**src/design/sfbm_pkg.sv**
```systemverilog
// shared types and constants for the surface format best match select unit
package sfbm_pkg;

  localparam int unsigned ScoreW    = 33;
  localparam int unsigned PaddrW    = 5;
  localparam int unsigned PdataW    = 32;

  localparam int unsigned SbufShift = 29;
  localparam int unsigned SampShift = 24;
  localparam int unsigned ColShift  = 17;
  localparam int unsigned DepShift  = 11;
  localparam int unsigned LinShift  = 10;
  localparam int unsigned StnShift  = 6;

  typedef enum logic [2:0] {
    REG_COLOR   = 3'd0,
    REG_ALPHA   = 3'd1,
    REG_DEPTH   = 3'd2,
    REG_STENCIL = 3'd3,
    REG_QUALITY = 3'd4,
    REG_MSAA    = 3'd5
  } reg_idx_e;

  typedef struct packed {
    logic [5:0] target_color_bits;
    logic [5:0] target_alpha_bits;
    logic [5:0] target_depth_bits;
    logic [5:0] target_stencil_bits;
    logic       prefer_quality;
    logic       multisample_wanted;
  } cfg_t;

  typedef struct packed {
    logic [15:0] candidate_id;
    logic [5:0]  red_bits;
    logic [5:0]  green_bits;
    logic [5:0]  blue_bits;
    logic [5:0]  alpha_bits;
    logic [5:0]  depth_bits;
    logic [5:0]  stencil_bits;
    logic [4:0]  sample_buffer_count;
    logic [5:0]  sample_count;
    logic        nonlinear_depth;
    logic        last_candidate;
  } cand_t;

  typedef struct packed {
    logic [ScoreW-1:0] score;
    logic              ms_ok;
  } score_t;

  typedef struct packed {
    logic [15:0]       chosen_id;
    logic [5:0]        chosen_depth;
    logic [5:0]        chosen_stencil;
    logic [4:0]        chosen_sample_buffers;
    logic [5:0]        chosen_samples;
    logic [ScoreW-1:0] chosen_score;
    logic              taken_as_fallback;
  } res_t;

endpackage

```
**src/design/sfbm_if.sv**
```systemverilog
// request channel interfaces for candidates and results
interface sfbm_cand_if;
  logic        valid;
  logic        ready;
  logic [15:0] candidate_id;
  logic [5:0]  red_bits;
  logic [5:0]  green_bits;
  logic [5:0]  blue_bits;
  logic [5:0]  alpha_bits;
  logic [5:0]  depth_bits;
  logic [5:0]  stencil_bits;
  logic [4:0]  sample_buffer_count;
  logic [5:0]  sample_count;
  logic        nonlinear_depth;
  logic        last_candidate;

  modport source (
    output valid, candidate_id, red_bits, green_bits, blue_bits, alpha_bits,
           depth_bits, stencil_bits, sample_buffer_count, sample_count,
           nonlinear_depth, last_candidate,
    input  ready
  );
  modport sink (
    input  valid, candidate_id, red_bits, green_bits, blue_bits, alpha_bits,
           depth_bits, stencil_bits, sample_buffer_count, sample_count,
           nonlinear_depth, last_candidate,
    output ready
  );
endinterface

interface sfbm_res_if;
  logic        valid;
  logic        ready;
  logic [15:0] chosen_id;
  logic [5:0]  chosen_depth;
  logic [5:0]  chosen_stencil;
  logic [4:0]  chosen_sample_buffers;
  logic [5:0]  chosen_samples;
  logic [32:0] chosen_score;
  logic        taken_as_fallback;

  modport source (
    output valid, chosen_id, chosen_depth, chosen_stencil, chosen_sample_buffers,
           chosen_samples, chosen_score, taken_as_fallback,
    input  ready
  );
  modport sink (
    input  valid, chosen_id, chosen_depth, chosen_stencil, chosen_sample_buffers,
           chosen_samples, chosen_score, taken_as_fallback,
    output ready
  );
endinterface

```
**src/design/sfbm_cfg_regs.sv**
```systemverilog
// apb configuration registers
module sfbm_cfg_regs
  import sfbm_pkg::*;
(
  input  logic              clk_i,
  input  logic              rst_ni,
  input  logic              psel,
  input  logic              penable,
  input  logic              pwrite,
  input  logic [PaddrW-1:0] paddr,
  input  logic [PdataW-1:0] pwdata,
  output logic [PdataW-1:0] prdata,
  output logic              pready,
  output cfg_t              cfg_o
);

  cfg_t     cfg_q, cfg_d;
  reg_idx_e idx;
  logic     wr_en;

  assign pready = 1'b1;
  assign idx    = reg_idx_e'(paddr[PaddrW-1:2]);
  assign wr_en  = psel && penable && pwrite && pready;

  always_comb begin
    cfg_d = cfg_q;
    if (wr_en) begin
      case (idx)
        REG_COLOR:   cfg_d.target_color_bits   = pwdata[5:0];
        REG_ALPHA:   cfg_d.target_alpha_bits   = pwdata[5:0];
        REG_DEPTH:   cfg_d.target_depth_bits   = pwdata[5:0];
        REG_STENCIL: cfg_d.target_stencil_bits = pwdata[5:0];
        REG_QUALITY: cfg_d.prefer_quality      = pwdata[0];
        REG_MSAA:    cfg_d.multisample_wanted  = pwdata[0];
        default: ;
      endcase
    end
  end

  always_comb begin
    case (idx)
      REG_COLOR:   prdata = PdataW'(cfg_q.target_color_bits);
      REG_ALPHA:   prdata = PdataW'(cfg_q.target_alpha_bits);
      REG_DEPTH:   prdata = PdataW'(cfg_q.target_depth_bits);
      REG_STENCIL: prdata = PdataW'(cfg_q.target_stencil_bits);
      REG_QUALITY: prdata = PdataW'(cfg_q.prefer_quality);
      REG_MSAA:    prdata = PdataW'(cfg_q.multisample_wanted);
      default:     prdata = '0;
    endcase
  end

  always_ff @(posedge clk_i or negedge rst_ni) begin
    if (!rst_ni) begin
      cfg_q.target_color_bits   <= 6'd8;
      cfg_q.target_alpha_bits   <= 6'd8;
      cfg_q.target_depth_bits   <= 6'd24;
      cfg_q.target_stencil_bits <= 6'd8;
      cfg_q.prefer_quality      <= 1'b0;
      cfg_q.multisample_wanted  <= 1'b0;
    end else begin
      cfg_q <= cfg_d;
    end
  end

  assign cfg_o = cfg_q;

endmodule

```
**src/design/sfbm_score.sv**
```systemverilog
// packed priority score and multisample check for one candidate
module sfbm_score
  import sfbm_pkg::*;
(
  input  cand_t  cand_i,
  input  cfg_t   cfg_i,
  output score_t score_o
);

  function automatic logic [5:0] dist6(input logic [5:0] a, input logic [5:0] b);
    dist6 = (a >= b) ? (a - b) : (b - a);
  endfunction

  logic [5:0] d_r, d_g, d_b, d_a, d_d, d_s;
  logic [7:0] col_sum;
  logic [6:0] col_sat;
  logic [4:0] stn_sat, alp_sat, samp_sat;
  logic [3:0] sbuf_sat;

  always_comb begin
    d_r = dist6(cand_i.red_bits,     cfg_i.target_color_bits);
    d_g = dist6(cand_i.green_bits,   cfg_i.target_color_bits);
    d_b = dist6(cand_i.blue_bits,    cfg_i.target_color_bits);
    d_a = dist6(cand_i.alpha_bits,   cfg_i.target_alpha_bits);
    d_d = dist6(cand_i.depth_bits,   cfg_i.target_depth_bits);
    d_s = dist6(cand_i.stencil_bits, cfg_i.target_stencil_bits);

    col_sum  = {2'b00, d_r} + {2'b00, d_g} + {2'b00, d_b};
    col_sat  = col_sum[7] ? 7'd127 : col_sum[6:0];
    stn_sat  = d_s[5] ? 5'd31 : d_s[4:0];
    alp_sat  = d_a[5] ? 5'd31 : d_a[4:0];
    samp_sat = cand_i.sample_count[5] ? 5'd31 : cand_i.sample_count[4:0];
    sbuf_sat = cand_i.sample_buffer_count[4] ? 4'd15 : cand_i.sample_buffer_count[3:0];

    score_o.score = (ScoreW'(sbuf_sat) << SbufShift)
                  | (ScoreW'(samp_sat) << SampShift)
                  | (ScoreW'(col_sat)  << ColShift)
                  | (ScoreW'(d_d)      << DepShift)
                  | (ScoreW'(!cand_i.nonlinear_depth) << LinShift)
                  | (ScoreW'(stn_sat)  << StnShift)
                  | ScoreW'(alp_sat);

    if (cfg_i.multisample_wanted) begin
      score_o.ms_ok = (cand_i.sample_buffer_count != '0) && (cand_i.sample_count != '0);
    end else begin
      score_o.ms_ok = (cand_i.sample_buffer_count == '0) && (cand_i.sample_count == '0);
    end
  end

endmodule

```
**src/design/sfbm_select.sv**
```systemverilog
// running best candidate and result register
module sfbm_select
  import sfbm_pkg::*;
(
  input  logic   clk_i,
  input  logic   rst_ni,
  input  logic   item_valid_i,
  input  cand_t  item_i,
  input  score_t score_i,
  input  logic   prefer_quality_i,
  input  logic   res_ready_i,
  output logic   item_fire_o,
  output logic   res_valid_o,
  output res_t   res_o
);

  logic              have_q, have_d;
  logic [ScoreW-1:0] best_score_q, best_score_d;
  logic [15:0]       best_id_q, best_id_d;
  logic [5:0]        best_depth_q, best_depth_d;
  logic [5:0]        best_stencil_q, best_stencil_d;
  logic [4:0]        best_sbuf_q, best_sbuf_d;
  logic [5:0]        best_samp_q, best_samp_d;
  logic              res_valid_q, res_valid_d;
  res_t              res_q, res_d;

  logic better, normal, fallback, take, fire, last;

  assign last = item_i.last_candidate;
  assign fire = item_valid_i && (!last || !res_valid_q || res_ready_i);

  always_comb begin
    if (!have_q) begin
      better = 1'b1;
    end else if (prefer_quality_i) begin
      better = score_i.score >= best_score_q;
    end else begin
      better = score_i.score < best_score_q;
    end
    normal   = better && score_i.ms_ok;
    fallback = !normal && !have_q && last;
    take     = fire && (normal || fallback);
  end

  always_comb begin
    have_d         = have_q;
    best_score_d   = best_score_q;
    best_id_d      = best_id_q;
    best_depth_d   = best_depth_q;
    best_stencil_d = best_stencil_q;
    best_sbuf_d    = best_sbuf_q;
    best_samp_d    = best_samp_q;
    if (take) begin
      have_d         = 1'b1;
      best_score_d   = score_i.score;
      best_id_d      = item_i.candidate_id;
      best_depth_d   = item_i.depth_bits;
      best_stencil_d = item_i.stencil_bits;
      best_sbuf_d    = item_i.sample_buffer_count;
      best_samp_d    = item_i.sample_count;
    end
    if (fire && last) begin
      have_d = 1'b0;
    end
  end

  always_comb begin
    res_d       = res_q;
    res_valid_d = res_valid_q && !res_ready_i;
    if (fire && last) begin
      res_valid_d                 = 1'b1;
      res_d.chosen_id             = best_id_d;
      res_d.chosen_depth          = best_depth_d;
      res_d.chosen_stencil        = best_stencil_d;
      res_d.chosen_sample_buffers = best_sbuf_d;
      res_d.chosen_samples        = best_samp_d;
      res_d.chosen_score          = best_score_d;
      res_d.taken_as_fallback     = fallback;
    end
  end

  always_ff @(posedge clk_i or negedge rst_ni) begin
    if (!rst_ni) begin
      have_q      <= 1'b0;
      res_valid_q <= 1'b0;
    end else begin
      have_q      <= have_d;
      res_valid_q <= res_valid_d;
    end
  end

  always_ff @(posedge clk_i) begin
    best_score_q   <= best_score_d;
    best_id_q      <= best_id_d;
    best_depth_q   <= best_depth_d;
    best_stencil_q <= best_stencil_d;
    best_sbuf_q    <= best_sbuf_d;
    best_samp_q    <= best_samp_d;
    res_q          <= res_d;
  end

  assign item_fire_o = fire;
  assign res_valid_o = res_valid_q;
  assign res_o       = res_q;

`ifndef SYNTH
  a_last_gives_result: assert property (@(posedge clk_i) disable iff (!rst_ni)
    fire && last |=> res_valid_q)
    else $error("last candidate did not produce a result");

  a_last_clears_choice: assert property (@(posedge clk_i) disable iff (!rst_ni)
    fire && last |=> !have_q)
    else $error("running choice not cleared after last candidate");

  a_take_sets_choice: assert property (@(posedge clk_i) disable iff (!rst_ni)
    take && !last |=> have_q)
    else $error("taken candidate not recorded");

  a_full_blocks_last: assert property (@(posedge clk_i) disable iff (!rst_ni)
    res_valid_q && !res_ready_i && item_valid_i && last |-> !fire)
    else $error("last candidate consumed while result register full");
`endif

endmodule

```
**src/design/surface_format_best_match_select_unit.sv**
```systemverilog
// top level of the surface format best match select unit
// the last candidate is held in the input register and, once it fires, the result is captured in the result register
// throughput: one candidate per cycle, set by the single score and compare stage, while no last candidate is held back
// a last candidate waits in the input register only while the result register is full and not being read
// reset: clears valid flags and the running choice, configuration returns to 8, 8, 24, 8, 0, 0
module surface_format_best_match_select_unit
  import sfbm_pkg::*;
(
  input  logic              clk_i,
  input  logic              rst_ni,
  input  logic              psel,
  input  logic              penable,
  input  logic              pwrite,
  input  logic [PaddrW-1:0] paddr,
  input  logic [PdataW-1:0] pwdata,
  output logic [PdataW-1:0] prdata,
  output logic              pready,
  sfbm_cand_if.sink         cand_i,
  sfbm_res_if.source        result_o
);

  cfg_t   cfg;
  cand_t  in_item;
  cand_t  item_q;
  logic   item_valid_q, item_valid_d;
  logic   item_fire, in_accept;
  score_t score;
  res_t   res;
  logic   res_valid;

  sfbm_cfg_regs u_cfg (
    .clk_i   (clk_i),
    .rst_ni  (rst_ni),
    .psel    (psel),
    .penable (penable),
    .pwrite  (pwrite),
    .paddr   (paddr),
    .pwdata  (pwdata),
    .prdata  (prdata),
    .pready  (pready),
    .cfg_o   (cfg)
  );

  always_comb begin
    in_item.candidate_id        = cand_i.candidate_id;
    in_item.red_bits            = cand_i.red_bits;
    in_item.green_bits          = cand_i.green_bits;
    in_item.blue_bits           = cand_i.blue_bits;
    in_item.alpha_bits          = cand_i.alpha_bits;
    in_item.depth_bits          = cand_i.depth_bits;
    in_item.stencil_bits        = cand_i.stencil_bits;
    in_item.sample_buffer_count = cand_i.sample_buffer_count;
    in_item.sample_count        = cand_i.sample_count;
    in_item.nonlinear_depth     = cand_i.nonlinear_depth;
    in_item.last_candidate      = cand_i.last_candidate;
  end

  assign cand_i.ready = !item_valid_q || item_fire;
  assign in_accept    = cand_i.valid && cand_i.ready;

  always_comb begin
    item_valid_d = item_valid_q;
    if (in_accept) begin
      item_valid_d = 1'b1;
    end else if (item_fire) begin
      item_valid_d = 1'b0;
    end
  end

  always_ff @(posedge clk_i or negedge rst_ni) begin
    if (!rst_ni) begin
      item_valid_q <= 1'b0;
    end else begin
      item_valid_q <= item_valid_d;
    end
  end

  always_ff @(posedge clk_i) begin
    if (in_accept) begin
      item_q <= in_item;
    end
  end

  sfbm_score u_score (
    .cand_i  (item_q),
    .cfg_i   (cfg),
    .score_o (score)
  );

  sfbm_select u_select (
    .clk_i            (clk_i),
    .rst_ni           (rst_ni),
    .item_valid_i     (item_valid_q),
    .item_i           (item_q),
    .score_i          (score),
    .prefer_quality_i (cfg.prefer_quality),
    .res_ready_i      (result_o.ready),
    .item_fire_o      (item_fire),
    .res_valid_o      (res_valid),
    .res_o            (res)
  );

  assign result_o.valid                 = res_valid;
  assign result_o.chosen_id             = res.chosen_id;
  assign result_o.chosen_depth          = res.chosen_depth;
  assign result_o.chosen_stencil        = res.chosen_stencil;
  assign result_o.chosen_sample_buffers = res.chosen_sample_buffers;
  assign result_o.chosen_samples        = res.chosen_samples;
  assign result_o.chosen_score          = res.chosen_score;
  assign result_o.taken_as_fallback     = res.taken_as_fallback;

endmodule
```
**src/flat_wrapper.sv**
```systemverilog
// flat-port wrapper written by rule: the top's interface ports become plain ports
module surface_format_best_match_select_unit_flat import sfbm_pkg::*;
  (clk_i, rst_ni, psel, penable, pwrite, paddr, pwdata, prdata, pready, cand_i_valid, cand_i_candidate_id, cand_i_red_bits, cand_i_green_bits, cand_i_blue_bits, cand_i_alpha_bits, cand_i_depth_bits, cand_i_stencil_bits, cand_i_sample_buffer_count, cand_i_sample_count, cand_i_nonlinear_depth, cand_i_last_candidate, cand_i_ready, result_o_valid, result_o_chosen_id, result_o_chosen_depth, result_o_chosen_stencil, result_o_chosen_sample_buffers, result_o_chosen_samples, result_o_chosen_score, result_o_taken_as_fallback, result_o_ready);
  sfbm_cand_if cand_i_i ();
  sfbm_res_if result_o_i ();
  input  logic clk_i;
  input  logic rst_ni;
  input  logic psel;
  input  logic penable;
  input  logic pwrite;
  input  logic [PaddrW-1:0] paddr;
  input  logic [PdataW-1:0] pwdata;
  output logic [PdataW-1:0] prdata;
  output logic pready;
  input wire logic [$bits(cand_i_i.valid)-1:0] cand_i_valid;
  input wire logic [$bits(cand_i_i.candidate_id)-1:0] cand_i_candidate_id;
  input wire logic [$bits(cand_i_i.red_bits)-1:0] cand_i_red_bits;
  input wire logic [$bits(cand_i_i.green_bits)-1:0] cand_i_green_bits;
  input wire logic [$bits(cand_i_i.blue_bits)-1:0] cand_i_blue_bits;
  input wire logic [$bits(cand_i_i.alpha_bits)-1:0] cand_i_alpha_bits;
  input wire logic [$bits(cand_i_i.depth_bits)-1:0] cand_i_depth_bits;
  input wire logic [$bits(cand_i_i.stencil_bits)-1:0] cand_i_stencil_bits;
  input wire logic [$bits(cand_i_i.sample_buffer_count)-1:0] cand_i_sample_buffer_count;
  input wire logic [$bits(cand_i_i.sample_count)-1:0] cand_i_sample_count;
  input wire logic [$bits(cand_i_i.nonlinear_depth)-1:0] cand_i_nonlinear_depth;
  input wire logic [$bits(cand_i_i.last_candidate)-1:0] cand_i_last_candidate;
  output wire logic [$bits(cand_i_i.ready)-1:0] cand_i_ready;
  output wire logic [$bits(result_o_i.valid)-1:0] result_o_valid;
  output wire logic [$bits(result_o_i.chosen_id)-1:0] result_o_chosen_id;
  output wire logic [$bits(result_o_i.chosen_depth)-1:0] result_o_chosen_depth;
  output wire logic [$bits(result_o_i.chosen_stencil)-1:0] result_o_chosen_stencil;
  output wire logic [$bits(result_o_i.chosen_sample_buffers)-1:0] result_o_chosen_sample_buffers;
  output wire logic [$bits(result_o_i.chosen_samples)-1:0] result_o_chosen_samples;
  output wire logic [$bits(result_o_i.chosen_score)-1:0] result_o_chosen_score;
  output wire logic [$bits(result_o_i.taken_as_fallback)-1:0] result_o_taken_as_fallback;
  input wire logic [$bits(result_o_i.ready)-1:0] result_o_ready;
  assign cand_i_i.valid = cand_i_valid;
  assign cand_i_i.candidate_id = cand_i_candidate_id;
  assign cand_i_i.red_bits = cand_i_red_bits;
  assign cand_i_i.green_bits = cand_i_green_bits;
  assign cand_i_i.blue_bits = cand_i_blue_bits;
  assign cand_i_i.alpha_bits = cand_i_alpha_bits;
  assign cand_i_i.depth_bits = cand_i_depth_bits;
  assign cand_i_i.stencil_bits = cand_i_stencil_bits;
  assign cand_i_i.sample_buffer_count = cand_i_sample_buffer_count;
  assign cand_i_i.sample_count = cand_i_sample_count;
  assign cand_i_i.nonlinear_depth = cand_i_nonlinear_depth;
  assign cand_i_i.last_candidate = cand_i_last_candidate;
  assign cand_i_ready = cand_i_i.ready;
  assign result_o_valid = result_o_i.valid;
  assign result_o_chosen_id = result_o_i.chosen_id;
  assign result_o_chosen_depth = result_o_i.chosen_depth;
  assign result_o_chosen_stencil = result_o_i.chosen_stencil;
  assign result_o_chosen_sample_buffers = result_o_i.chosen_sample_buffers;
  assign result_o_chosen_samples = result_o_i.chosen_samples;
  assign result_o_chosen_score = result_o_i.chosen_score;
  assign result_o_taken_as_fallback = result_o_i.taken_as_fallback;
  assign result_o_i.ready = result_o_ready;
  surface_format_best_match_select_unit u_core (.clk_i(clk_i), .rst_ni(rst_ni), .psel(psel), .penable(penable), .pwrite(pwrite), .paddr(paddr), .pwdata(pwdata), .prdata(prdata), .pready(pready), .cand_i(cand_i_i), .result_o(result_o_i));
endmodule
```
**config.mk**
```make
export PLATFORM = sky130hd
export DESIGN_NAME = surface_format_best_match_select_unit_flat
export DESIGN_NICKNAME = d
export VERILOG_FILES = /design/src/design/sfbm_pkg.sv /design/src/design/sfbm_if.sv /design/src/design/sfbm_cfg_regs.sv /design/src/design/sfbm_score.sv /design/src/design/sfbm_select.sv /design/src/design/surface_format_best_match_select_unit.sv /design/src/flat_wrapper.sv
export SDC_FILE = /design/constraint.sdc
export NUM_CORES = 1
export LEC_CHECK = 0
export BUFFER_PORTS_ARGS = -buffer_cell sky130_fd_sc_hd__buf_2
export CAP_MARGIN = 20
export CORE_ASPECT_RATIO = 2
export CORE_UTILIZATION = 53
export CTS_BUF_LIST = sky130_fd_sc_hd__clkbuf_8
export DETAILED_ROUTE_END_ITERATION = 12
export GPL_TIMING_DRIVEN = 0
export PLACE_DENSITY = 0.82
export SYNTH_ARGS = -nofsm -noshare
export SYNTH_HDL_FRONTEND = slang
export SYNTH_SLANG_ARGS = --single-unit
```
**constraint.sdc**
```tcl
create_clock -name clk_i -period 5.85 [get_ports clk_i]
set_clock_uncertainty 0.15 [all_clocks]
set_input_delay 1.17 -clock clk_i [delete_from_list [all_inputs] [get_ports clk_i]]
set_output_delay 1.17 -clock clk_i [all_outputs]
set_load 0.005 [all_outputs]
```
==> flow_summary.toml <==
[setup_path]
critical_path.max_stage_delay_ps = 590
worst_reg_to_reg_path_cell_count = 27
path_max_fanout = 10
cp.required_ps = 5990
timing_worst_setup_path_type = "reg2reg"
data_arrival_time_at_the_worst_slack_endpoint_ps = 6800
setup.worst_path.start_class = "flip-flop"
element_type_at_the_critical_path_end = "flip-flop"
critPathSlowestCell = "sky130_fd_sc_hd__fa_1"

[routing]
drc_errors = 0
finalWirelength_mm = 29.3
ant_nets = 0
route.detailed.vias_per_inst = 5.40
routedWlPerCell_um = 18.4
drt_first_iter_violations = 379
detail_route.first_pass.iterations = 4
vias = 8613

[sta]
worst_pin_slew_ps = 815
worst_slew_margin_rel_pct = 45.5
fmax_ghz = 0.150
setup_slack_ps = -813
fin_tns_setup_ps = -99990
grt_setup_unrepaired = "yes"
worst_hold_slack_ps = 320
final_period_demand_of_the_worst_path_ps = 6660
finalCritPeriodShare_pct = 114
setup-violations-final = 144
slew_viol_final = 0
hold_viol_final = 0

[yosys]
ys_ff_latch = 239
mappedNetlistArea_sq_um = 12200
synth_area_in_adders_pct = 13.6
synth-async-reset-ratio_pct = 12.1
area_share_of_the_leading_cell_type_in_the_synthesized_netlist_pct = 33.8
yosys.area_share.simple_pct = 8.69
synth.area.top_cells = "sky130_fd_sc_hd__edfxtp_1 34%, sky130_fd_sc_hd__dfxtp_1 12%, sky130_fd_sc_hd__ha_1 11%"
post-synth-top-area-cell = "sky130_fd_sc_hd__edfxtp_1"
post_synth_num_cell_types = 68
synth.area.mux_share_pct = 8.67
synth-compound-area-share_pct = 9.61
synth_top_family_by_area = "adder cells"
synth-seq-area-share_pct = 51.6
synthFlopType = "sky130_fd_sc_hd__edfxtp_1"
synth.yosys.warnings = 0
synthCells = 1026
synth_xor_area_share_pct = 1.36
postSynthAreaPerCell_sq_um = 11.9
number_of_enable_type_register_cells_in_the_synthesized_netlist = 138

[clock_tree]
cts_root_buf = "sky130_fd_sc_hd__clkbuf_8"
tritoncts.num_buffers = 36
h_tree_levels = 2
cts_tree = "yes"
ctsHoldBuffers = 0
clk_latency_ps = 560
clkTransAtPathRegs_ps = 60
clk_path_buf_depth = 3
numClockSinks = 239

[global_route]
busiest_metal_layer_after_global_routing = "met2"
gr-usage-met1_pct = 23.5
groute.layer.met3.usage_pct = 3.71
grt.overflow.total = 0
grt_pass1_wl_mm = 43.8
maximum_number_of_pins_on_one_net_before_global_route_repair = 54
grt_pass1_vias = 8950
globalRouteTotalUtil_pct = 24.6
grtUsageMet2_pct = 45.9
grt_antenna_before_repair = 0

[die]
chipHeight_um = 217
num_rows = 78
io-pin-count = 217
core_area_sq_um = 22600
dieArea_sq_um = 23800
chipWidth_um = 110
initial_utilization_pct = 54.1

[final_layout]
number_of_nets_in_the_final_layout = 1517
post_route_cells_drive_above_1_share_pct = 36.6
area_delta_synth_final_pct = 24.6
utilization_pct = 67.4

[place]
port_buffers = 161
hpwlAfterDp_mm = 21.2
gp_congestion = 0.875
placement.setup.worst_slack_ps = -1110

[pwr]
power_per_cell_area_nw_per_um2 = 530
vdd_drop_max_uv = 507
static_power_due_to_leakage_nw = 6.77
total_power_w = 0.00809

[status]
result_of_the_run = "finished with violations"
failed_checks = "setup timing"

[hold_path]
worst_hold_path_type = "reg2reg"
worst_hold_stages = 1

[flow_run]
max_cap_viol_count = 0
==> repair_timing <==
action	4_1_cts	5_1_grt
pin swaps	17	19
resized for setup	74	91
endpoints found under the setup margin	144	144
buffers inserted	11	21
cloned	1	3
endpoints found under the hold margin	0	0
==> layout make-up <==
class                   instances  area, sq um
diodes                          1         2.50
flip-flops and latches        239         6320
fillers                      1661         7370
inverters                     123          462
multi-input cells             643         5870
well taps                     280          350
repair buffers                197         1190
clock buffers                  39          537
clock inverters                27          138
plain buffers                  46          402
==> placed cells by master (no fill, tap or decap), drive strengths merged, types with 11 or more instances in the layout <==
| cell type | netlist | routed |
|---|---|---|
| nor2 | 32 | 32 |
| a21oi | 47 | 47 |
| or2 | 12 | 12 |
| o21ai | 69 | 69 |
| buf | 39 | 233 |
| clkbuf | 7 | 49 |
| inv | 123 | 138 |
| a31oi | 12 | 12 |
| edfxtp | 138 | 138 |
| a21o | 13 | 13 |
| xnor2 | 11 | 11 |
| nand2b | 11 | 11 |
| fa | 19 | 19 |
| conb | 2 | 27 |
| nand2 | 77 | 77 |
| dfrtp | 24 | 24 |
| nor2b | 30 | 30 |
| ha | 103 | 103 |
| mux2 | 59 | 59 |
| mux2i | 15 | 15 |
| dfxtp | 72 | 72 |
==> cells in the mapped netlist (24+ instances only) <==
master                     instances
sky130_fd_sc_hd__a21oi_1          47
sky130_fd_sc_hd__nand2_1          77
sky130_fd_sc_hd__dfxtp_1          72
sky130_fd_sc_hd__ha_1            103
sky130_fd_sc_hd__nor2_1           32
sky130_fd_sc_hd__mux2_2           29
sky130_fd_sc_hd__nor2b_1          30
sky130_fd_sc_hd__inv_1           123
sky130_fd_sc_hd__o21ai_0          67
sky130_fd_sc_hd__mux2_4           30
sky130_fd_sc_hd__dfrtp_1          24
sky130_fd_sc_hd__buf_4            28
sky130_fd_sc_hd__edfxtp_1        138
==> layer usage <==
| layer | wire length, um | part of all wire [%] |
|---|---|---|
| met5 | 0 | 0 |
| met4 | 2000 | 6.8 |
| met3 | 1090 | 3.7 |
| met2 | 16400 | 56 |
| met1 | 9820 | 34 |
==> per-stage QoR <==
| step | std cells | instance area [sq um] |
|---|---|---|
| 2_1_floorplan | 1051 | 12500 |
| 3_3_place_gp | 1492 | 13600 |
| 3_5_place_dp | 1495 | 13700 |
| 4_1_cts | 1572 | 14700 |
| 5_1_grt | 1594 | 15300 |
| 6_report | 1595 | 15300 |
==> where the power goes <==
part | internal (W) | switching, W | total (W)
registers | 0.00229 | 0.000195 | 0.00249
logic | 0.00205 | 0.00227 | 0.00432
clock network | 0.000627 | 0.000661 | 0.00129
==> final timing paths <==
| check | start | end | slack (ps) |
|---|---|---|---|
| min in group asynchronous | rst_ni | u_core.u_cfg.cfg_o[10]$_DFFE_PN0P_ | 530 |
| worst min register to register | u_core.u_select.best_id_q[1]$_DFF_P_ | u_core.u_select.best_id_q[1]$_DFF_P_ | 320 |
| worst min-delay path | u_core.u_select.best_id_q[1]$_DFF_P_ | u_core.u_select.best_id_q[1]$_DFF_P_ | 320 |
| max in group asynchronous | rst_ni | u_core.u_cfg.cfg_o[20]$_DFFE_PN0P_ | 4500 |
| worst max-delay path | u_core.item_q[43]$_DFFE_PP_ | u_core.u_select.res_o[45]$_DFFE_PP_ | -810 |
| worst max register to register | u_core.item_q[43]$_DFFE_PP_ | u_core.u_select.res_o[45]$_DFFE_PP_ | -810 |
==> worst max-delay path: cells and delay by family, from the launching register on <==
family,cells,cell delay (ps)
xor gates and xnor gates,1,150
DFF,1,430
muxes,2,480
and+or+nand+nor,5,1440
AOI/OAI and AO/OA,8,1330
adders and majority gates,5,1700
buffers and inverters,6,700
==> registers in the layout, summed over array words and instances, names as in the netlist, 5 cells and up <==
signal                          flops
u_core.u_select.res_o              73
u_core.item_q                      65
u_core.u_select.best_score_q       33
u_core.u_cfg.cfg_o                 26
u_core.u_select.best_id_q          16
u_core.u_select.best_depth_q        6
u_core.u_select.best_samp_q         6
u_core.u_select.best_stencil_q      6
u_core.u_select.best_sbuf_q         5
==> kinds of logic (layout without fill, tap and decap cells) <==
group	count (synthesis)	in the layout
mux	80	80
simple gates	211	211
flops	239	239
xor+xnor	19	19
compound gates	184	184
buf+inv	169	432
other cells	2	28
fa+ha+maj	122	122
Note: power is estimated with default switching activity, not from simulation.
